$ cat config.mk
export PLATFORM = sky130hd
export DESIGN_NAME = ibd_front
export DESIGN_NICKNAME = d
export VERILOG_FILES = /design/src/hdl/ibd_pkg.sv /design/src/hdl/ibd_front.sv
export VERILOG_INCLUDE_DIRS = /design/src /design/src/hdl
export SDC_FILE = /design/constraint.sdc
export NUM_CORES = 1
export LEC_CHECK = 0
export BUFFER_PORTS_ARGS = -buffer_cell sky130_fd_sc_hd__buf_2
export CAP_MARGIN = 20
export CORE_AREA = 5 5 132 134
export DETAILED_ROUTE_END_ITERATION = 10
export DIE_AREA = 0 0 137 139
export PLACE_DENSITY_LB_ADDON = 0.3
export SYNTH_ARGS = -nofsm -noshare
export SYNTH_HDL_FRONTEND = slang
export SYNTH_SLANG_ARGS = --single-unit
$ cat constraint.sdc
create_clock -name i_clk -period 5.3 [get_ports i_clk]
set_input_delay 1.06 -clock i_clk [delete_from_list [all_inputs] [get_ports i_clk]]
set_output_delay 1.06 -clock i_clk [all_outputs]
set_load 0.01 [all_outputs]
$ cat src/hdl/image_block_downscaler_assert.svh
// Assertion macros shared by the downscaler modules.
// Each macro expects i_clk and i_rst_n in the scope where it is used.
`ifndef IMAGE_BLOCK_DOWNSCALER_ASSERT_SVH
`define IMAGE_BLOCK_DOWNSCALER_ASSERT_SVH

// Consequent must hold in the same cycle as the antecedent.
`define IBD_ASSERT_SAME(label, ante, cons, msg) \
    label: assert property (@(posedge i_clk) disable iff (!i_rst_n) (ante) |-> (cons)) \
        else $error(msg);

// Consequent must hold in the cycle after the antecedent.
`define IBD_ASSERT_NEXT(label, ante, cons, msg) \
    label: assert property (@(posedge i_clk) disable iff (!i_rst_n) (ante) |=> (cons)) \
        else $error(msg);

`endif

$ cat src/hdl/ibd_pkg.sv
package ibd_pkg;

    localparam int unsigned FACTOR_W = 5;
    localparam int unsigned SIZE_REG_W = 13;
    localparam int unsigned SUM_W = 16;
    localparam int unsigned ENTRY_W = 3 * SUM_W;

    // Reciprocal of the block divisor, scaled by 2**RECIP_K and rounded up.
    // For any 16-bit sum and a divisor below 1024 the top bits of the
    // product give the exact truncated quotient.
    localparam int unsigned RECIP_K = 26;
    localparam int unsigned RECIP_W = RECIP_K + 1;
    localparam int unsigned RECIP_ONE = 2 ** RECIP_K;
    localparam int unsigned PROD_W = SUM_W + RECIP_W;

    // Indexed by the clamped factor; the Gaussian factor divides by 16.
    localparam logic [RECIP_W-1:0] RECIP [32] = '{
        RECIP_W'(RECIP_ONE),
        RECIP_W'(RECIP_ONE),
        RECIP_W'((RECIP_ONE + 3) / 4),
        RECIP_W'((RECIP_ONE + 15) / 16),
        RECIP_W'((RECIP_ONE + 15) / 16),
        RECIP_W'((RECIP_ONE + 24) / 25),
        RECIP_W'((RECIP_ONE + 35) / 36),
        RECIP_W'((RECIP_ONE + 48) / 49),
        RECIP_W'((RECIP_ONE + 63) / 64),
        RECIP_W'((RECIP_ONE + 80) / 81),
        RECIP_W'((RECIP_ONE + 99) / 100),
        RECIP_W'((RECIP_ONE + 120) / 121),
        RECIP_W'((RECIP_ONE + 143) / 144),
        RECIP_W'((RECIP_ONE + 168) / 169),
        RECIP_W'((RECIP_ONE + 195) / 196),
        RECIP_W'((RECIP_ONE + 224) / 225),
        RECIP_W'((RECIP_ONE + 255) / 256),
        RECIP_W'((RECIP_ONE + 288) / 289),
        RECIP_W'((RECIP_ONE + 323) / 324),
        RECIP_W'((RECIP_ONE + 360) / 361),
        RECIP_W'((RECIP_ONE + 399) / 400),
        RECIP_W'((RECIP_ONE + 440) / 441),
        RECIP_W'((RECIP_ONE + 483) / 484),
        RECIP_W'((RECIP_ONE + 528) / 529),
        RECIP_W'((RECIP_ONE + 575) / 576),
        RECIP_W'((RECIP_ONE + 624) / 625),
        RECIP_W'((RECIP_ONE + 675) / 676),
        RECIP_W'((RECIP_ONE + 728) / 729),
        RECIP_W'((RECIP_ONE + 783) / 784),
        RECIP_W'((RECIP_ONE + 840) / 841),
        RECIP_W'((RECIP_ONE + 899) / 900),
        RECIP_W'((RECIP_ONE + 960) / 961)
    };

    // 3x3 Gaussian kernel, row-major.
    localparam logic [2:0] GAUSS_W [9] = '{
        3'd1, 3'd2, 3'd1,
        3'd2, 3'd4, 3'd2,
        3'd1, 3'd2, 3'd1
    };

    localparam int unsigned QDEPTH = 4;
    localparam int unsigned QAW = 2;

    typedef enum logic [1:0] {
        REG_SCALE_FACTOR,
        REG_IN_WIDTH,
        REG_IN_HEIGHT,
        REG_COLOR_MODE
    } t_reg_idx;

    typedef enum logic [1:0] {
        DIV_IDLE,
        DIV_LOAD,
        DIV_RUN,
        DIV_DONE
    } t_div_state;

    typedef struct packed {
        logic [7:0] red;
        logic [7:0] green;
        logic [7:0] blue;
        logic [2:0] weight;
        logic       first;
        logic       emit;
        logic       eol;
        logic       eoi;
    } t_px_cmd;

    typedef struct packed {
        logic [FACTOR_W-1:0] factor;
        logic                gauss;
        logic                rgb;
        logic                busy;
    } t_cfg_ctl;

    // Remainder modulo 3 of a 5-bit value; powers of two alternate 1, 2 mod 3.
    function automatic logic [1:0] mod3(input logic [4:0] x);
        logic [2:0] s;
        s = 3'(x[0]) + 3'({x[1], 1'b0}) + 3'(x[2]) + 3'({x[3], 1'b0}) + 3'(x[4]);
        if (s >= 3'd6) begin
            mod3 = 2'(s - 3'd6);
        end else if (s >= 3'd3) begin
            mod3 = 2'(s - 3'd3);
        end else begin
            mod3 = s[1:0];
        end
    endfunction

endpackage

$ cat src/hdl/ibd_front.sv
`include "image_block_downscaler_assert.svh"

module ibd_front #(
    parameter int unsigned MAX_WIDTH  = 4096,
    parameter int unsigned MAX_HEIGHT = 4096
) (
    input  logic                                i_clk,
    input  logic                                i_rst_n,
    input  logic                                i_valid,
    output logic                                o_stall,
    input  logic [7:0]                          i_red,
    input  logic [7:0]                          i_green,
    input  logic [7:0]                          i_blue,
    input  ibd_pkg::t_cfg_ctl                   i_ctl,
    input  logic [$clog2(MAX_WIDTH+1)-1:0]      i_w,
    input  logic [$clog2(MAX_HEIGHT+1)-1:0]     i_h,
    input  logic [$clog2(MAX_WIDTH+1)-1:0]      i_out_w,
    input  logic [$clog2(MAX_WIDTH+1)-1:0]      i_lim_w,
    input  logic [$clog2(MAX_HEIGHT+1)-1:0]     i_lim_h,
    input  logic                                i_full,
    output logic                                o_push,
    output ibd_pkg::t_px_cmd                    o_cmd,
    output logic [$clog2(MAX_WIDTH)-1:0]        o_addr
);

    localparam int unsigned FW = ibd_pkg::FACTOR_W;
    localparam int unsigned CW = $clog2(MAX_WIDTH);
    localparam int unsigned RW = $clog2(MAX_HEIGHT);
    localparam int unsigned W_W = $clog2(MAX_WIDTH + 1);
    localparam int unsigned H_W = $clog2(MAX_HEIGHT + 1);

    logic [CW-1:0] r_col;
    logic [CW-1:0] n_col;
    logic [RW-1:0] r_row;
    logic [RW-1:0] n_row;
    logic [FW-1:0] r_cib;
    logic [FW-1:0] n_cib;
    logic [FW-1:0] r_rib;
    logic [FW-1:0] n_rib;
    logic [CW-1:0] r_ocol;
    logic [CW-1:0] n_ocol;

    logic          accept;
    logic          in_region;
    logic [W_W-1:0] col_next;
    logic [H_W-1:0] row_next;
    logic          cib_end;
    logic          rib_end;
    logic          eol;
    logic [3:0]    gidx;

    assign o_stall = i_full || i_ctl.busy;
    assign accept  = i_valid && !o_stall;

    always_comb begin
        col_next  = W_W'(r_col) + W_W'(1);
        row_next  = H_W'(r_row) + H_W'(1);
        in_region = (W_W'(r_col) < i_lim_w) && (H_W'(r_row) < i_lim_h);
        cib_end   = (6'(r_cib) + 6'd1) >= 6'(i_ctl.factor);
        rib_end   = (6'(r_rib) + 6'd1) >= 6'(i_ctl.factor);
        eol       = (W_W'(r_ocol) + W_W'(1)) >= i_out_w;
        gidx      = 4'(ibd_pkg::mod3(r_rib)) * 4'd3 + 4'(ibd_pkg::mod3(r_cib));

        o_cmd.red    = i_red;
        o_cmd.green  = i_ctl.rgb ? i_green : 8'd0;
        o_cmd.blue   = i_ctl.rgb ? i_blue : 8'd0;
        o_cmd.weight = i_ctl.gauss ? ibd_pkg::GAUSS_W[gidx] : 3'd1;
        o_cmd.first  = (r_rib == '0) && (r_cib == '0);
        o_cmd.emit   = rib_end && cib_end;
        o_cmd.eol    = eol;
        o_cmd.eoi    = eol && (row_next >= i_lim_h);
        o_addr       = r_ocol;
        o_push       = accept && in_region;
    end

    always_comb begin
        n_col  = r_col;
        n_row  = r_row;
        n_cib  = r_cib;
        n_rib  = r_rib;
        n_ocol = r_ocol;
        if (accept) begin
            if (col_next >= i_w) begin
                n_col  = '0;
                n_cib  = '0;
                n_ocol = '0;
                if (row_next >= i_h) begin
                    n_row = '0;
                    n_rib = '0;
                end else begin
                    n_row = row_next[RW-1:0];
                    n_rib = rib_end ? '0 : r_rib + FW'(1);
                end
            end else begin
                n_col = col_next[CW-1:0];
                if (cib_end) begin
                    n_cib  = '0;
                    n_ocol = r_ocol + CW'(1);
                end else begin
                    n_cib = r_cib + FW'(1);
                end
            end
        end
    end

    always_ff @(posedge i_clk) begin
        if (!i_rst_n) begin
            r_col  <= '0;
            r_row  <= '0;
            r_cib  <= '0;
            r_rib  <= '0;
            r_ocol <= '0;
        end else begin
            r_col  <= n_col;
            r_row  <= n_row;
            r_cib  <= n_cib;
            r_rib  <= n_rib;
            r_ocol <= n_ocol;
        end
    end

    `IBD_ASSERT_SAME(a_cib_tracks_col, r_cib != '0, r_col != '0, "column in block set at row start")

endmodule

# Yosys cells after proc, flatten, opt, wreduce, memory -nomap -nowiden
# Memory sizes are Yosys's and may differ from the RTL's.
# Index checks and enable logic that the tools add are counted.
# op_classes
order_cmp,13
add_sub_neg,21
div_mod_pow,0
n_bitwise,1
n_reduce_logical,13
mux,17
shifts,0
eq_ne,0
multipliers,1
# op_table
cell,n
13-bit greater-or-equal comparator,4
12-bit two-way mux,4
12-bit by 1-bit adder with 13-bit output (second input constant),3
12-bit by 13-bit less-than comparator with 1-bit output,2
5-bit two-way mux,4
8-bit two-way mux,2
12-bit by 1-bit adder with 12-bit output (second input constant),1
3-bit by 1-bit adder with 3-bit output,4
5-bit by 1-bit adder with 6-bit output (second input constant),2
6-bit by 5-bit greater-or-equal comparator with 1-bit output,2
5-bit by 1-bit adder with 5-bit output (second input constant),2
5-bit logical NOT,2
3-bit two-way mux,3
2-bit two-way mux,4
2-bit subtractor (second input constant),4
1-bit by 2-bit adder with 3-bit output,2
3-bit by 2-bit adder with 3-bit output,2
3-bit by 2-bit greater-or-equal comparator with 1-bit output (second input constant),2
3-bit greater-or-equal comparator (second input constant),2
1-bit logical AND,6
5-bit greater-or-equal comparator (second input constant),1
4-bit NOT with 5-bit output,1
4-bit by 2-bit adder with 4-bit output,1
2-bit by 2-bit multiplier with 4-bit output (second input constant),1
other kinds (4),5
# totals
mem_bits_ro,48
ram_bits,0
elab_cells,72
reg_bits,46
in_bits,101
mem_count,1
latch_bits,0
# mem_list
memory,words,word_bits,rd,rd_ports_with_merged_regs,write_ports,line,source
(name not given),16,3,1,0,0,ibd_front.sv:67,o_cmd.weight = i_ctl.gauss ? ibd_pkg::GAUSS_W[gidx] : 3'd1;

# Longest topological paths before layout
# logic_depth
depth_word,14
ltp_mapped,14

# Least setup slack after synthesis
# Ideal clock, no wire load.
# synth_path
path_kind,register to output
start,reg r_rib[0]
end,out o_cmd[6] in the netlist's numbering
stages_incl_launch_ff,13
setup_slack_ps,635
arrival_ps,3605
required_time_ps,4240
path_cell_list,dfxtp_1 -> fa_1 -> fa_1 -> ha_1 -> o21ai_0 -> a21oi_1 -> a21oi_1 -> xnor2_1 -> ha_1 -> ha_1 -> inv_1 -> fa_1 -> nor4_1
# synth_rtl
item,line,source
"start, declared",ibd_front.sv:38,logic [FW-1:0] r_rib;
"start signal, assigned",ibd_front.sv:117,r_rib <= n_rib;
"end, declared",ibd_front.sv:22,"output ibd_pkg::t_px_cmd o_cmd,"

==> impl_metrics.yaml <==
routing:
  routed_wl_um: 13700
  drc: 0
  vias: 5001
  firstDrtPassIters: 4
  wire_per_inst_um: 13.6
  postRouteAntennaNets: 0
  via_per_inst: 4.96
  drtIter0Drc: 201
placement:
  place_ws_ns: 0.457
  numPortBuffers: 129
  placed_cell_area_um2: 6280
  dp_hpwl_um: 11100
  gp_congestion: 0.782
power:
  p_per_area_nw_per_um2: 154
  p_leak_nw: 3.37
  ir_worst_vdd_v: 0.000113
sta:
  final-setup-viol-count: 0
  fin_worst_skew_ns: 0.00668
  relSlewSlack_pct: 41.9
  whs_ns: 0.517
  rsz0062_at_grt: "no"
  setup_tns_ns: 0
  timing.final.crit_share_pct: 94.9
  drv_slew: 0
  max_freq_mhz: 199
  worst_pin_slew_ns: 0.870
  layout_setup_ws_ns: 0.272
  finalHoldViolations: 0
  min_period_ns: 5.03
yosys:
  synth_cell_types: 67
  synth_nets: 880
  avgSynthCellArea_um2: 8.12
  ys.warnings.count: 0
  seq_area_frac_synth_pct: 16.8
  netlist_instances: 675
  syn-cell-area_um2: 5480
  synth_edf_count: 0
  ys_async_sr_fraction_pct: 0
  dominantRegCellSynth: "dfxtp_1"
  synth-seq-cells: 46
grt:
  busiest_layer: "met2"
  antenna_found_initial: 0
  use_met1_pct: 19.5
  grt_pass1_vias: 4562
  gr-usage-all-layers_pct: 13.7
  met2_usage_pct: 22.6
  grt_use_met3_pct: 1.96
  grt_max_degree: 49
  grt_pass1_wl_um: 22000
  overflow: 0
floorplan:
  num_rows: 47
  die_area_um2: 19000
  coreArea_um2: 16200
  start_util_pct: 33.9
  pin_count: 146
  fp.dieH_um: 139
  die_w_um: 137
finish:
  syn2layout_area_growth_pct: 17.4
  final_cell_mix: "buf_2, ha_1, inv_1"
  diodes: 0
  fin_util_pct: 39.8
  design_area_um2: 6440
  fillers: 1668
  nNetsFinal: 993
  final_common_cell: "buf_2"
  drive_gt1_share_pct: 21.3
clocking:
  htreeDepth: 2
  cts_buffers: 5
  clk_path_buf_depth: 2
  cts_tree: "yes"
  path_clk_slew_ns: 0.07
  clock-sinks: 46
  root_buffer: "clkbuf_16"
  cts.hold.buffers_added: 0
  clock_latency_ns: 0.28
setup_path:
  cp_max_fo: 7
  worst_path_max_delay_cell: "fa_2"
  end_kind: "output pin"
  max_stage_delay_ns: 0.61
  crit_top_cell: "ha_1"
  critPathRequiredTime_ns: 4.24
  worst-setup-path-type: "reg -> out"
  crit_chain: "fa_1 -> fa_2 -> ha_1 -> o21ai_0 -> a21oi_1 -> a21oi_2 -> xnor2_1 -> ha_1 -> ha_1 -> inv_1 -> fa_1 -> nor4_1 -> buf_2"
  cp.arrival_ns: 3.97
  cp-start-kind: "flip-flop"
flow_run:
  cap_violations: 0
status:
  status: "completed"
hold_path:
  min_path_type: "reg -> reg"
through the flow:
step                      instances  total power, W
final                          1009        0.000990
after global routing           1009         0.00106
after CTS                      1008         0.00100
after detailed placement       1000        0.000687
after global placement         1000        0.000682
after floorplan                 675        0.000588
synth_stat cells (all sizes together), types with 8 or more instances:
library cell / count / share of area [%]
a211oi: 9 / 1.6
a21boi: 20 / 2.7
a21o: 18 / 2.5
a21oi: 28 / 2.8
a22o: 8 / 1.3
and2: 23 / 2.6
and3: 24 / 2.8
buf: 17 / 2.0
clkbuf: 10 / 0.68
dfxtp: 46 / 17
ha: 99 / 23
inv: 75 / 5.1
nand2: 41 / 2.8
nand2b: 8 / 1.0
nand3: 34 / 3.6
nor2: 32 / 2.2
nor3: 12 / 1.3
o211ai: 13 / 1.8
o21a: 16 / 2.3
o21ai: 27 / 3.0
xnor2: 23 / 3.7
xor2: 14 / 2.2
power breakdown:
part,switching (W),internal [W],leakage [nW],total (W)
registers,0.0000244,0.000358,0.371,0.000382
logic,0.000157,0.000139,2.93,0.000296
clock network,0.000137,0.000175,0.0698,0.000312
total,0.000319,0.000671,3.37,0.000990
state kept, by name, indices dropped and copies added, names as in the netlist:
| signal | flops |
|---|---|
| r_rib | 5 |
| r_col | 12 |
| r_cib | 5 |
| o_addr | 12 |
| r_row | 12 |
area by class of cell:
| type | count | area (um2) | area share, % |
|---|---|---|---|
| Multi-Input combinational cell | 527 | 4140 | 64.3 |
| Timing Repair Buffer | 133 | 676 | 10.5 |
| Inverter | 75 | 282 | 4.37 |
| Clock buffer | 5 | 125 | 1.94 |
| Tap cell | 220 | 275 | 4.27 |
| Clock inverter | 3 | 21.3 | 0.330 |
| Sequential cell | 46 | 921 | 14.3 |
repair_timing:
item	CTS	global route
endpoints found under the hold margin	0	0
resized for setup	0	2
buffers inserted	0	1
setup endpoints to repair	0	2
worst max-delay path, delay by kind of cell, from the launching register on:
kind	cells	cell delay, ns
flip-flops	1	0.39
buffers and inverters	2	0.24
AO/OA/AOI/OAI	3	0.45
XOR/XNOR	1	0.15
AND/OR/NAND/NOR	1	0.23
adder cells (fa/ha/maj)	6	2.22
metal layers:
| layer | share of wire (%) | vias up |
|---|---|---|
| li1 | - | 2635 |
| met5 | 0 | - |
| met1 | 49 | 2257 |
| met3 | 5.4 | 4 |
| met2 | 45 | 105 |
| met4 | 0.43 | 0 |
cell families after synthesis:
family | count (synthesis) | share of synthesized area, %
xor gates and xnor gates | 37 | 5.91
buffers and inverters | 102 | 7.83
DFF | 46 | 16.8
adders and majority gates | 104 | 24.4
and+or+nand+nor | 216 | 21.8
AOI/OAI and AO/OA | 169 | 23.0
muxes | 1 | 0.205
final timing paths:
| check | start | slack, ns | cells after the start | to |
|---|---|---|---|---|
| worst max-delay path | r_rib[0] | 0.27 | 13 | o_cmd[6] |
| worst min-delay path | r_col[1] | 0.52 | 2 | r_col[1] |
| worst max register to register | r_col[0] | 1.43 | 12 | r_row[0] |
| worst min register to register | r_col[1] | 0.52 | 2 | r_col[1] |
(Power assumes the default switching activity.)
