<file path="config.mk">
export PLATFORM = sky130hd
export DESIGN_NAME = ibd_cfg
export DESIGN_NICKNAME = d
export VERILOG_FILES = /design/src/hdl/ibd_pkg.sv /design/src/hdl/ibd_cfg.sv
export VERILOG_INCLUDE_DIRS = /design/src /design/src/hdl
export SDC_FILE = /design/constraint.sdc
export NUM_CORES = 1
export LEC_CHECK = 0
export BUFFER_PORTS_ARGS = -buffer_cell sky130_fd_sc_hd__buf_2
export CELL_PAD_IN_SITES_DETAIL_PLACEMENT = 2
export CELL_PAD_IN_SITES_GLOBAL_PLACEMENT = 2
export CORE_ASPECT_RATIO = 2
export CORE_MARGIN = 10
export CORE_UTILIZATION = 25
export DETAILED_ROUTE_END_ITERATION = 7
export HOLD_SLACK_MARGIN = 0.08
export PLACE_DENSITY_LB_ADDON = 0.1
export SYNTH_ARGS = -nofsm -noshare
export SYNTH_HDL_FRONTEND = slang
export SYNTH_SLANG_ARGS = --single-unit
</file>
<file path="constraint.sdc">
create_clock -name i_clk -period 5.2 [get_ports i_clk]
set_clock_uncertainty 0.15 [all_clocks]
set_input_delay 1.04 -clock i_clk [delete_from_list [all_inputs] [get_ports i_clk]]
set_output_delay 1.04 -clock i_clk [all_outputs]
set_load 0.05 [all_outputs]
</file>
<file path="src/hdl/image_block_downscaler_assert.svh">
// Assertion macros shared by the downscaler modules.
// Each macro expects i_clk and i_rst_n in the scope where it is used.
`ifndef IMAGE_BLOCK_DOWNSCALER_ASSERT_SVH
`define IMAGE_BLOCK_DOWNSCALER_ASSERT_SVH

// Consequent must hold in the same cycle as the antecedent.
`define IBD_ASSERT_SAME(label, ante, cons, msg) \
    label: assert property (@(posedge i_clk) disable iff (!i_rst_n) (ante) |-> (cons)) \
        else $error(msg);

// Consequent must hold in the cycle after the antecedent.
`define IBD_ASSERT_NEXT(label, ante, cons, msg) \
    label: assert property (@(posedge i_clk) disable iff (!i_rst_n) (ante) |=> (cons)) \
        else $error(msg);

`endif

</file>
<file path="src/hdl/ibd_pkg.sv">
package ibd_pkg;

    localparam int unsigned FACTOR_W = 5;
    localparam int unsigned SIZE_REG_W = 13;
    localparam int unsigned SUM_W = 16;
    localparam int unsigned ENTRY_W = 3 * SUM_W;

    // Reciprocal of the block divisor, scaled by 2**RECIP_K and rounded up.
    // For any 16-bit sum and a divisor below 1024 the top bits of the
    // product give the exact truncated quotient.
    localparam int unsigned RECIP_K = 26;
    localparam int unsigned RECIP_W = RECIP_K + 1;
    localparam int unsigned RECIP_ONE = 2 ** RECIP_K;
    localparam int unsigned PROD_W = SUM_W + RECIP_W;

    // Indexed by the clamped factor; the Gaussian factor divides by 16.
    localparam logic [RECIP_W-1:0] RECIP [32] = '{
        RECIP_W'(RECIP_ONE),
        RECIP_W'(RECIP_ONE),
        RECIP_W'((RECIP_ONE + 3) / 4),
        RECIP_W'((RECIP_ONE + 15) / 16),
        RECIP_W'((RECIP_ONE + 15) / 16),
        RECIP_W'((RECIP_ONE + 24) / 25),
        RECIP_W'((RECIP_ONE + 35) / 36),
        RECIP_W'((RECIP_ONE + 48) / 49),
        RECIP_W'((RECIP_ONE + 63) / 64),
        RECIP_W'((RECIP_ONE + 80) / 81),
        RECIP_W'((RECIP_ONE + 99) / 100),
        RECIP_W'((RECIP_ONE + 120) / 121),
        RECIP_W'((RECIP_ONE + 143) / 144),
        RECIP_W'((RECIP_ONE + 168) / 169),
        RECIP_W'((RECIP_ONE + 195) / 196),
        RECIP_W'((RECIP_ONE + 224) / 225),
        RECIP_W'((RECIP_ONE + 255) / 256),
        RECIP_W'((RECIP_ONE + 288) / 289),
        RECIP_W'((RECIP_ONE + 323) / 324),
        RECIP_W'((RECIP_ONE + 360) / 361),
        RECIP_W'((RECIP_ONE + 399) / 400),
        RECIP_W'((RECIP_ONE + 440) / 441),
        RECIP_W'((RECIP_ONE + 483) / 484),
        RECIP_W'((RECIP_ONE + 528) / 529),
        RECIP_W'((RECIP_ONE + 575) / 576),
        RECIP_W'((RECIP_ONE + 624) / 625),
        RECIP_W'((RECIP_ONE + 675) / 676),
        RECIP_W'((RECIP_ONE + 728) / 729),
        RECIP_W'((RECIP_ONE + 783) / 784),
        RECIP_W'((RECIP_ONE + 840) / 841),
        RECIP_W'((RECIP_ONE + 899) / 900),
        RECIP_W'((RECIP_ONE + 960) / 961)
    };

    // 3x3 Gaussian kernel, row-major.
    localparam logic [2:0] GAUSS_W [9] = '{
        3'd1, 3'd2, 3'd1,
        3'd2, 3'd4, 3'd2,
        3'd1, 3'd2, 3'd1
    };

    localparam int unsigned QDEPTH = 4;
    localparam int unsigned QAW = 2;

    typedef enum logic [1:0] {
        REG_SCALE_FACTOR,
        REG_IN_WIDTH,
        REG_IN_HEIGHT,
        REG_COLOR_MODE
    } t_reg_idx;

    typedef enum logic [1:0] {
        DIV_IDLE,
        DIV_LOAD,
        DIV_RUN,
        DIV_DONE
    } t_div_state;

    typedef struct packed {
        logic [7:0] red;
        logic [7:0] green;
        logic [7:0] blue;
        logic [2:0] weight;
        logic       first;
        logic       emit;
        logic       eol;
        logic       eoi;
    } t_px_cmd;

    typedef struct packed {
        logic [FACTOR_W-1:0] factor;
        logic                gauss;
        logic                rgb;
        logic                busy;
    } t_cfg_ctl;

    // Remainder modulo 3 of a 5-bit value; powers of two alternate 1, 2 mod 3.
    function automatic logic [1:0] mod3(input logic [4:0] x);
        logic [2:0] s;
        s = 3'(x[0]) + 3'({x[1], 1'b0}) + 3'(x[2]) + 3'({x[3], 1'b0}) + 3'(x[4]);
        if (s >= 3'd6) begin
            mod3 = 2'(s - 3'd6);
        end else if (s >= 3'd3) begin
            mod3 = 2'(s - 3'd3);
        end else begin
            mod3 = s[1:0];
        end
    endfunction

endpackage

</file>
<file path="src/hdl/ibd_cfg.sv">
`include "image_block_downscaler_assert.svh"

module ibd_cfg #(
    parameter int unsigned MAX_WIDTH  = 4096,
    parameter int unsigned MAX_HEIGHT = 4096,
    parameter int unsigned MAX_FACTOR = 16
) (
    input  logic                                   i_clk,
    input  logic                                   i_rst_n,
    input  logic                                   psel,
    input  logic                                   penable,
    input  logic                                   pwrite,
    input  logic [3:0]                             paddr,
    input  logic [31:0]                            pwdata,
    output logic [31:0]                            prdata,
    output logic                                   pready,
    output ibd_pkg::t_cfg_ctl                      o_ctl,
    output logic [$clog2(MAX_WIDTH+1)-1:0]         o_w,
    output logic [$clog2(MAX_HEIGHT+1)-1:0]        o_h,
    output logic [$clog2(MAX_WIDTH+1)-1:0]         o_out_w,
    output logic [$clog2(MAX_WIDTH+1)-1:0]         o_lim_w,
    output logic [$clog2(MAX_HEIGHT+1)-1:0]        o_lim_h,
    output logic [ibd_pkg::RECIP_W-1:0]            o_recip
);

    localparam int unsigned FW = ibd_pkg::FACTOR_W;
    localparam int unsigned SW = ibd_pkg::SIZE_REG_W;
    localparam int unsigned W_W = $clog2(MAX_WIDTH + 1);
    localparam int unsigned H_W = $clog2(MAX_HEIGHT + 1);
    localparam int unsigned CMPW_W = (W_W > SW) ? W_W : SW;
    localparam int unsigned CMPH_W = (H_W > SW) ? H_W : SW;
    localparam int unsigned DIVN = (W_W > H_W) ? W_W : H_W;
    localparam int unsigned CNT_W = $clog2(DIVN + 1);

    logic [FW-1:0] r_scale;
    logic [SW-1:0] r_in_width;
    logic [SW-1:0] r_in_height;
    logic          r_color;
    logic          wr;

    ibd_pkg::t_div_state r_state;
    ibd_pkg::t_div_state n_state;

    logic [FW-1:0]   f_c;
    logic [W_W-1:0]  w_c;
    logic [H_W-1:0]  h_c;

    logic [FW-1:0]   r_f_c;
    logic [W_W-1:0]  r_w_c;
    logic [H_W-1:0]  r_h_c;
    logic            r_gauss;
    logic [ibd_pkg::RECIP_W-1:0] r_recip;
    logic [DIVN-1:0] r_dvd_w;
    logic [DIVN-1:0] r_dvd_h;
    logic [DIVN-1:0] r_q_w;
    logic [DIVN-1:0] r_q_h;
    logic [FW-1:0]   r_rem_w;
    logic [FW-1:0]   r_rem_h;
    logic [CNT_W-1:0] r_cnt;
    logic [W_W-1:0]  r_out_w;
    logic [W_W-1:0]  r_lim_w;
    logic [H_W-1:0]  r_lim_h;

    logic [FW:0]     t_w;
    logic [FW:0]     t_h;
    logic            ge_w;
    logic            ge_h;
    logic [FW-1:0]   n_rem_w;
    logic [FW-1:0]   n_rem_h;

    assign wr = psel && penable && pwrite;
    assign pready = 1'b1;

    always_ff @(posedge i_clk) begin
        if (!i_rst_n) begin
            r_scale     <= FW'(2);
            r_in_width  <= SW'(4096);
            r_in_height <= SW'(4096);
            r_color     <= 1'b1;
        end else if (wr) begin
            case (ibd_pkg::t_reg_idx'(paddr[3:2]))
                ibd_pkg::REG_SCALE_FACTOR: r_scale     <= pwdata[FW-1:0];
                ibd_pkg::REG_IN_WIDTH:     r_in_width  <= pwdata[SW-1:0];
                ibd_pkg::REG_IN_HEIGHT:    r_in_height <= pwdata[SW-1:0];
                ibd_pkg::REG_COLOR_MODE:   r_color     <= pwdata[0];
                default: ;
            endcase
        end
    end

    always_comb begin
        case (ibd_pkg::t_reg_idx'(paddr[3:2]))
            ibd_pkg::REG_SCALE_FACTOR: prdata = 32'(r_scale);
            ibd_pkg::REG_IN_WIDTH:     prdata = 32'(r_in_width);
            ibd_pkg::REG_IN_HEIGHT:    prdata = 32'(r_in_height);
            ibd_pkg::REG_COLOR_MODE:   prdata = 32'(r_color);
            default:                   prdata = '0;
        endcase
    end

    // Out-of-range settings are clamped into the supported range.
    always_comb begin
        if (r_scale == '0) begin
            f_c = FW'(1);
        end else if (7'(r_scale) > 7'(MAX_FACTOR)) begin
            f_c = FW'(MAX_FACTOR);
        end else begin
            f_c = r_scale;
        end
        if (r_in_width == '0) begin
            w_c = W_W'(1);
        end else if (CMPW_W'(r_in_width) > CMPW_W'(MAX_WIDTH)) begin
            w_c = W_W'(MAX_WIDTH);
        end else begin
            w_c = W_W'(r_in_width);
        end
        if (r_in_height == '0) begin
            h_c = H_W'(1);
        end else if (CMPH_W'(r_in_height) > CMPH_W'(MAX_HEIGHT)) begin
            h_c = H_W'(MAX_HEIGHT);
        end else begin
            h_c = H_W'(r_in_height);
        end
    end

    // One restoring division step for width and for height.
    always_comb begin
        t_w = {r_rem_w, r_dvd_w[DIVN-1]};
        t_h = {r_rem_h, r_dvd_h[DIVN-1]};
        ge_w = t_w >= {1'b0, r_f_c};
        ge_h = t_h >= {1'b0, r_f_c};
        n_rem_w = ge_w ? FW'(t_w - {1'b0, r_f_c}) : t_w[FW-1:0];
        n_rem_h = ge_h ? FW'(t_h - {1'b0, r_f_c}) : t_h[FW-1:0];
    end

    always_ff @(posedge i_clk) begin
        if (!i_rst_n) begin
            r_state <= ibd_pkg::DIV_LOAD;
        end else begin
            r_state <= n_state;
        end
    end

    always_comb begin
        n_state = r_state;
        case (r_state)
            ibd_pkg::DIV_IDLE: n_state = ibd_pkg::DIV_IDLE;
            ibd_pkg::DIV_LOAD: n_state = ibd_pkg::DIV_RUN;
            ibd_pkg::DIV_RUN: begin
                if (r_cnt == CNT_W'(DIVN - 1)) begin
                    n_state = ibd_pkg::DIV_DONE;
                end
            end
            ibd_pkg::DIV_DONE: n_state = ibd_pkg::DIV_IDLE;
            default:           n_state = ibd_pkg::DIV_IDLE;
        endcase
        if (wr) begin
            n_state = ibd_pkg::DIV_LOAD;
        end
    end

    always_ff @(posedge i_clk) begin
        case (r_state)
            ibd_pkg::DIV_LOAD: begin
                r_f_c   <= f_c;
                r_w_c   <= w_c;
                r_h_c   <= h_c;
                r_gauss <= (f_c == FW'(3));
                r_recip <= ibd_pkg::RECIP[f_c];
                r_dvd_w <= DIVN'(w_c);
                r_dvd_h <= DIVN'(h_c);
                r_q_w   <= '0;
                r_q_h   <= '0;
                r_rem_w <= '0;
                r_rem_h <= '0;
                r_cnt   <= '0;
            end
            ibd_pkg::DIV_RUN: begin
                r_dvd_w <= {r_dvd_w[DIVN-2:0], 1'b0};
                r_dvd_h <= {r_dvd_h[DIVN-2:0], 1'b0};
                r_q_w   <= {r_q_w[DIVN-2:0], ge_w};
                r_q_h   <= {r_q_h[DIVN-2:0], ge_h};
                r_rem_w <= n_rem_w;
                r_rem_h <= n_rem_h;
                r_cnt   <= r_cnt + CNT_W'(1);
            end
            ibd_pkg::DIV_DONE: begin
                // Largest multiple of the factor that fits is size minus remainder.
                r_out_w <= r_q_w[W_W-1:0];
                r_lim_w <= r_w_c - W_W'(r_rem_w);
                r_lim_h <= r_h_c - H_W'(r_rem_h);
            end
            default: ;
        endcase
    end

    always_comb begin
        o_ctl.factor = r_f_c;
        o_ctl.gauss  = r_gauss;
        o_ctl.rgb    = r_color;
        o_ctl.busy   = (r_state != ibd_pkg::DIV_IDLE) || wr;
    end

    assign o_w     = r_w_c;
    assign o_h     = r_h_c;
    assign o_out_w = r_out_w;
    assign o_lim_w = r_lim_w;
    assign o_lim_h = r_lim_h;
    assign o_recip = r_recip;

    `IBD_ASSERT_SAME(a_rem_below_factor, r_state == ibd_pkg::DIV_RUN, (r_rem_w < r_f_c) && (r_rem_h < r_f_c), "divider remainder not below factor")

endmodule

</file>
======== After elaboration in Yosys (flattened, before gate mapping) ========
Memory sizes are Yosys's and may differ from the RTL's. A register that Yosys moved wholly into a read port is not among the register bits.
Cells that the tools add are included.
storage, ports and cells
  input port bits ......................... 41
  output and inout bits ................... 133
  register bits after elaboration ......... 158
  memories ................................ 1
  logic and storage cells ................. 73
  memory bits (read-only) ................. 864
cells by class
  $add $sub $neg .......................... 5
  bitwise logic cells ..................... 2
  equal/unequal tests ..................... 9
  reduce and logical (&&, ||, !) cells .... 16
  muxes and demuxes ....................... 17
  order comparisons ....................... 5
memories
  name              words  width  rd ports  clocked after memory_dff  write ports  line            source
  (name not given)  32     27     1         1                         0            ibd_cfg.sv:169  r_recip <= ibd_pkg::RECIP[f_c];
operators with widths
  cell                                                                    number
  32-bit case mux with 4 select lines                                     1
  13-bit case mux with 2 select lines                                     3
  13-bit 2-to-1 mux                                                       4
  13-bit greater-than comparator (second input constant)                  2
  13-bit zero test                                                        2
  13-bit by 5-bit subtractor with 13-bit output                           2
  5-bit 2-to-1 mux                                                        4
  5-bit case mux with 2 select lines                                      2
  6-bit by 5-bit >= comparator with 1-bit output                          2
  5-bit subtractor                                                        2
  2-bit equality test (second input constant)                             4
  4-bit case mux with 2 select lines                                      1
  2-bit AND reduction                                                     4
  5-bit NOT with 6-bit output                                             1
  2-bit case mux with 3 select lines                                      1
  5-bit by 2-bit equality test with 1-bit output (second input constant)  1
  5-bit greater-than comparator (second input constant)                   1
  5-bit zero test                                                         1
  4-bit by 1-bit adder with 4-bit output (second input constant)          1
  2-bit by 1-bit equality test with 1-bit output (second input constant)  2
  4-bit equality test (second input constant)                             1
  2-bit zero test                                                         2
  2-bit nonzero test                                                      2
  2-bit OR reduction                                                      2
  other kinds (5)                                                         6

======== Depth between registers and ports, before layout ========
Gate-level depths: netlist of the first run.
  depth after elaboration ................. 4
  gate-level depth with buffers ........... 10
  mapped depth without buffers ............ 9

======== Least setup slack after synthesis of the first run ========
No wires, ideal clock.
  path kind ............................... input -> output
  from .................................... input port paddr[3]
  to ...................................... output port prdata[1]
  path buffers ............................ 2
  required time ........................... 4.010 ns
  setup slack ............................. 1.582 ns
  stages .................................. 5
  data arrival time ....................... 2.428 ns
  cell sequence ........................... clkbuf_1 -> nor2b_1 -> clkbuf_1 -> nand2_1 -> o21ai_0
on the way
  word-level cells in the longest chain between the ends .. 2
  elaborated cells on any way between the ends .. 5
  those cells by class .................... eq/ne: 3; mux: 1; reduce/logical: 1
RTL lines
  what                                               line           source
  from (decl)                                        ibd_cfg.sv:13  input logic [3:0] paddr,
  2-bit equality test, or another cell as far along  ibd_cfg.sv:92  case (ibd_pkg::t_reg_idx'(paddr[3:2]))
  32-bit case mux with 4 select lines *              ibd_cfg.sv:92
  to (decl)                                          ibd_cfg.sv:15  output logic [31:0] prdata,
Every way passes the cells marked *; elsewhere a longest branch is shown, timed or not. The select of a mux whose other input is x is not followed.

======== Worst setup path in the final report of the first run ========
  from .................................... input port paddr[3]
  to ...................................... output port prdata[2]
Same word-level chain as after synthesis.

==> results of run 1 <==
layout by cell type, fill, tap and decap left out, types with 17 or more instances in the layout:
cell type / instances
a21boi_0: 26
and2_1: 18
buf_2: 130
clkbuf_16: 17
conb_1: 22
dfxtp_1: 34
edfxtp_1: 149
ha_1: 29
inv_1: 35
mux2_2: 25
mux2i_1: 19
nand2_1: 83
nor2_1: 31
nor2b_1: 44
o21ai_0: 26
layer usage:
metal | GRT usage | vias up | routed length [um]
li1 | - | 2749 | -
met1 | 0.114 | 2914 | 9450
met2 | 0.237 | 120 | 14900
met3 | 0.0300 | 23 | 959
met4 | 0.0423 | 0 | 493
met5 | 0 | - | 0
stage by stage:
stage	cells	utilization	hold WS (ps)
floorplan	746	-	250
global placement	1266	0.283	258
detailed placement	1266	0.283	256
global route	1298	0.299	273
CTS	1298	0.299	271
finish	1298	0.299	271
registers in the layout, indices dropped and copies added, names as in the netlist, 13 cells and up:
name         cells
r_q_w           13
o_h             13
o_lim_h         13
r_dvd_h         13
o_w             13
r_in_height     13
r_in_width      13
o_lim_w         13
o_recip         25
o_out_w         13
r_dvd_w         13
final timing paths:
path,startpoint,end,depth (start not counted)
worst max-delay path,paddr[3],prdata[2],5
worst min-delay path,r_q_w[12],o_out_w[12],0
worst max register to register,r_scale[2],o_recip[3],8
worst min register to register,r_q_w[12],o_out_w[12],0
report_power, final:
| group | internal, uW | switching (uW) | leakage (uW) |
|---|---|---|---|
| logic | 256 | 709 | 0.00206 |
| clock network | 662 | 585 | 0.000263 |
| registers | 1820 | 88.1 | 0.00175 |
| total | 2740 | 1380 | 0.00408 |
cell families (layout without fill, tap and decap cells):
| group | Yosys count | after routing | synth area share |
|---|---|---|---|
| buf+inv | 93 | 204 | 0.0510 |
| other cells | 2 | 22 | 0.000863 |
| compound gates | 100 | 100 | 0.0779 |
| xor+xnor | 26 | 26 | 0.0262 |
| mux | 45 | 45 | 0.0568 |
| simple gates | 240 | 240 | 0.138 |
| fa+ha+maj | 37 | 37 | 0.0567 |
| flops | 183 | 183 | 0.592 |
synthesized netlist by cell type (19+ instances only):
cell type	n
edfxtp_1	149
nand2_1	83
nor2b_1	44
inv_1	35
dfxtp_1	34
ha_1	33
nor2_1	31
clkbuf_1	27
a21boi_0	26
o21ai_0	26
mux2_2	25
buf_4	24
mux2i_1	19
worst max-delay path, stage by stage:
cell,delay [ps]
buf_2,170
nor2b_1,830
nand2_1,150
o21ai_0,140
buf_2,310
final cells by class:
type / instances / area share
clock buffers: 18 / 0.0417
inverters: 35 / 0.0128
clock inverters: 14 / 0.0124
well taps: 441 / 0.0536
flip-flops and latches: 183 / 0.501
multi-input cells: 470 / 0.310
repair buffers: 137 / 0.0684
==> impl_metrics.yaml, run 1 <==
synthesis:
  syn_inst: 726
  ys_seq_elements: 183
  ys_top_cells_by_area: "edfxtp_1 51%, dfxtp_1 7.8%, ha_1 4.7%, nand2_1 3.6%, mux2_2 3.2%"
  post-synth-top-area-fraction: 0.514
  async_flop_share: 0
  synth_warnings: 0
  synthFlopType: "edfxtp_1"
  synth_edf_count: 149
  ys_types: 53
  synth_area_um2: 8700
  synth_seq_area_share: 0.592
  synth_top_area_cell: "edfxtp_1"
  postSynthAreaPerCell_um2: 12.0
outcome:
  status: "finished clean"
worst_hold_path:
  hold_path_class: "reg2reg"
sta:
  max_slew_margin: 0.312
  finalSetupTns_ps: 0
  finalMaxSlewViolations: 0
  max_freq_ghz: 0.261
  rsz0062_at_grt: "false"
  worst_slew_pin_slew_ps: 1030
  setup_viol: 0
  period_needed_ps: 3830
  timing.final.ws_setup_ps: 1370
  post-route-period-util: 0.737
  hold_violations: 0
global_routing:
  track_usage: 0.119
  antenna_found_initial: 0
  overflow: 0
  grt_max_degree: 55
  grt_pass1_vias: 6707
  grt_first_pass_wirelength_mm: 40.4
final_layout:
  nFillCells: 3812
  multi_input_area_um2: 3190
  area_delta_synth_final_pct: 18.2
  final_cell_area_um2: 10300
  ff_latch_area_um2: 5150
  antenna_cells: 0
  drive_gt1_frac: 0.233
  nets: 922
floorplan:
  core_area_um2: 34400
  dieArea_um2: 43100
  die_y_um: 284
  io_pins: 174
  die_w_um: 152
  start_util: 0.253
  placementRows: 96
clock_network:
  clock-sinks: 183
  cts_root_buffer: "clkbuf_16"
  cts_setup_buffers: 0
  cts-htree-levels: 4
  cts_resized: 0
  cts_buffers: 17
  clock_path_buffers: 2
  clk_latency_ps: 440
  holdBufCountCts: 0
  cts_tree: "yes"
  cts.clk_slew.worst_paths_ps: 60
route:
  drtAntennaViolNets: 0
  wl_per_cell_um: 19.8
  drt_first_pass_iters: 4
  drtIter0Drc: 197
  viasPerCell: 4.47
  drc: 0
  drt-total-wl_mm: 25.8
  vias: 5806
critical_path:
  critical_path_arrival_ps: 2640
  ff2ff_setup_slack_ps: 2530
  cp_max_fo: 14
  crit_path_end_kind: "output pin"
  start_kind: "input port"
  crit_required_ps: 4010
  worst-setup-path-type: "in2out"
placement:
  place_area_um2: 9730
  dp_slack_ps: 1340
  gp_congestion: 0.787
  portBuffers: 130
  dp_hpwl_mm: 20.4
run:
  maxCapViolations: 0
power_and_ir_drop:
  leakage_uw: 0.00408
  pwr_density_cell_nw_per_um2: 401
  ir_worst_vdd_mv: 0.234
  power_uw: 4120
No activity file was read; power rests on OpenSTA's default activity.
==> run 2: changes to the inputs <==
==> constraint.sdc (replaced) <==
create_clock -name i_clk -period 3.2 [get_ports i_clk]
set_clock_uncertainty 0.15 [all_clocks]
set_input_delay 0.64 -clock i_clk [delete_from_list [all_inputs] [get_ports i_clk]]
set_output_delay 0.64 -clock i_clk [all_outputs]
set_load 0.05 [all_outputs]
==> run 2 against run 1 <==
Cell count up 0.85%. Sequential power up 62%. Total power up 68%. Critical endpoint is now o_lim_h[12]. Worst hold slack better by 3.7 ps. Critical path type is now reg2reg. Global-route usage up 0.36 points.
==> impl_metrics.yaml, run 2 (synthesis results as in run 1) <==
outcome:
  status: "finished clean"
power_and_ir_drop:
  internal-power_uw: 4630
  p_sw_frac: 0.331
  switchingPower_uw: 2300
  power_uw: 6930
  p_seq_frac: 0.447
  ir_worst_vdd_mv: 0.407
  pwr_density_cell_nw_per_um2: 664
  p_clk_frac: 0.320
  comb_power_share: 0.232
  leakage_uw: 0.00416
route:
  vias: 5828
  drtAntennaViolNets: 0
  drc: 0
  wl_per_cell_um: 20.3
  drt-total-wl_mm: 26.5
  viasPerCell: 4.45
  drt_first_pass_iters: 4
  drtIter0Drc: 155
final_layout:
  largest_register_ffs: 25
  layout_common_cells: "149 x edfxtp_1, 130 x buf_2, 83 x nand2_1, 44 x nor2b_1, 35 x inv_1"
  final_common_cell: "edfxtp_1"
  final_core_utilization: 0.304
  finalNonFillerCells: 1309
  nFillCells: 3802
  area_delta_synth_final_pct: 20.0
  nets: 933
  drive_gt1_frac: 0.241
  antenna_cells: 0
critical_path:
  cp_max_fo: 4
  r2r-end: "o_lim_h[12]"
  reg2reg_depth: 7
  crit_path_end_kind: "register"
  start_kind: "register"
  crit_required_ps: 3260
  worst-setup-path-type: "reg2reg"
  reg2reg_from: "r_rem_h[2]"
  ff2ff_setup_slack_ps: 580
  critical_path_arrival_ps: 2680
clock_network:
  cts_buffers: 17
  cts.clk_slew.worst_paths_ps: 70
  cts_resized: 0
  cts-htree-levels: 4
  clock_path_buffers: 2
  cts_tree: "yes"
  cts_root_buffer: "clkbuf_16"
  clock-sinks: 183
  holdBufCountCts: 0
  cts_setup_buffers: 0
  clk_latency_ps: 450
floorplan:
  io_pins: 174
  dieArea_um2: 43100
  die_y_um: 284
  start_util: 0.253
  die_w_um: 152
  placementRows: 96
  core_area_um2: 34400
global_routing:
  overflow: 0
  antenna_found_initial: 0
  grt_max_degree: 40
  grt_first_pass_wirelength_mm: 41.1
  track_usage: 0.123
  grt_pass1_vias: 6592
worst_hold_path:
  holdPathStages: 0
  hp-start: "r_q_w[12]"
  hold_path_class: "reg2reg"
  min_delay_worst_endpoint: "o_out_w[12]"
placement:
  placedCellCount: 1277
  gp_congestion: 0.758
  dp_hpwl_mm: 20.7
  portBuffers: 130
sta:
  finalSetupTns_ps: 0
  max_freq_ghz: 0.381
  hold_violations: 0
  post-route-period-util: 0.820
  finalMaxSlewViolations: 0
  max_slew_margin: 0.370
  setup_viol: 0
  worst_slew_pin_slew_ps: 945
  rsz0062_at_grt: "false"
  period_needed_ps: 2620
run:
  maxCapViolations: 0
run 2: changes by cell type in the layout (fill, tap and decap cells not counted), moves of 2 or more:
cell / before / now
buf_4: 7 / 16
clkinv_2: 3 / 0
buf_12: 0 / 2
bufinv_16: 1 / 3
clkinv_1: 0 / 2
clkinv_4: 4 / 2
run 2: power by group through the flow:
stage	clock network [uW]	logic [uW]	registers, uW
after detailed placement	0	1660	3160
after floorplan	0	772	3550
final	2220	1610	3100
after global placement	0	1600	3140
after CTS	2310	1660	3110
after global routing	2380	1760	3140
run 2: worst max-delay path, stage by stage, from the launching register on:
cell,delay [ps]
edfxtp_1,400
inv_1,60
ha_1,330
nor2b_1,180
o31a_1,260
nor3_1,440
or3b_1,420
xnor2_1,130
run 2: worst max path at each step:
stage                     startpoint     endpoint  slack [ps]  depth (start not counted)
after floorplan           r_scale[3]    prdata[3]         230                          4
after global placement      r_f_c[1]   r_rem_w[3]         630                          7
after detailed placement  r_rem_h[2]  o_lim_h[12]         560                          7
after CTS                 r_rem_h[0]  o_lim_h[12]         560                          7
after global routing        r_f_c[1]   r_rem_w[3]         390                          7
final                     r_rem_h[2]  o_lim_h[12]         580                          7
run 2: metrics by stage:
step                hold slack, ps  cell area [um2]  worst slack (ps)
finish                         275            10400               576
global route                   282            10400               386
CTS                            267            10400               556
detailed placement             266             9840               564
global placement               262             9840               629
floorplan                      250             8780               232
run 2: routing by layer:
layer | global-route usage | wire length (um) | up-vias
li1 | - | - | 2772
met1 | 0.122 | 9990 | 2909
met2 | 0.237 | 15000 | 118
met3 | 0.0290 | 905 | 29
met4 | 0.0512 | 588 | 0
met5 | 0 | 0 | -
run 2: cell type report:
type	count	area, um2	area share
Clock inverter	14	174	0.0167
Tap cell	441	552	0.0529
Inverter	35	131	0.0126
Sequential cell	183	5150	0.494
Timing Repair Buffer	148	811	0.0777
Multi-Input combinational cell	470	3190	0.305
Clock buffer	18	429	0.0411
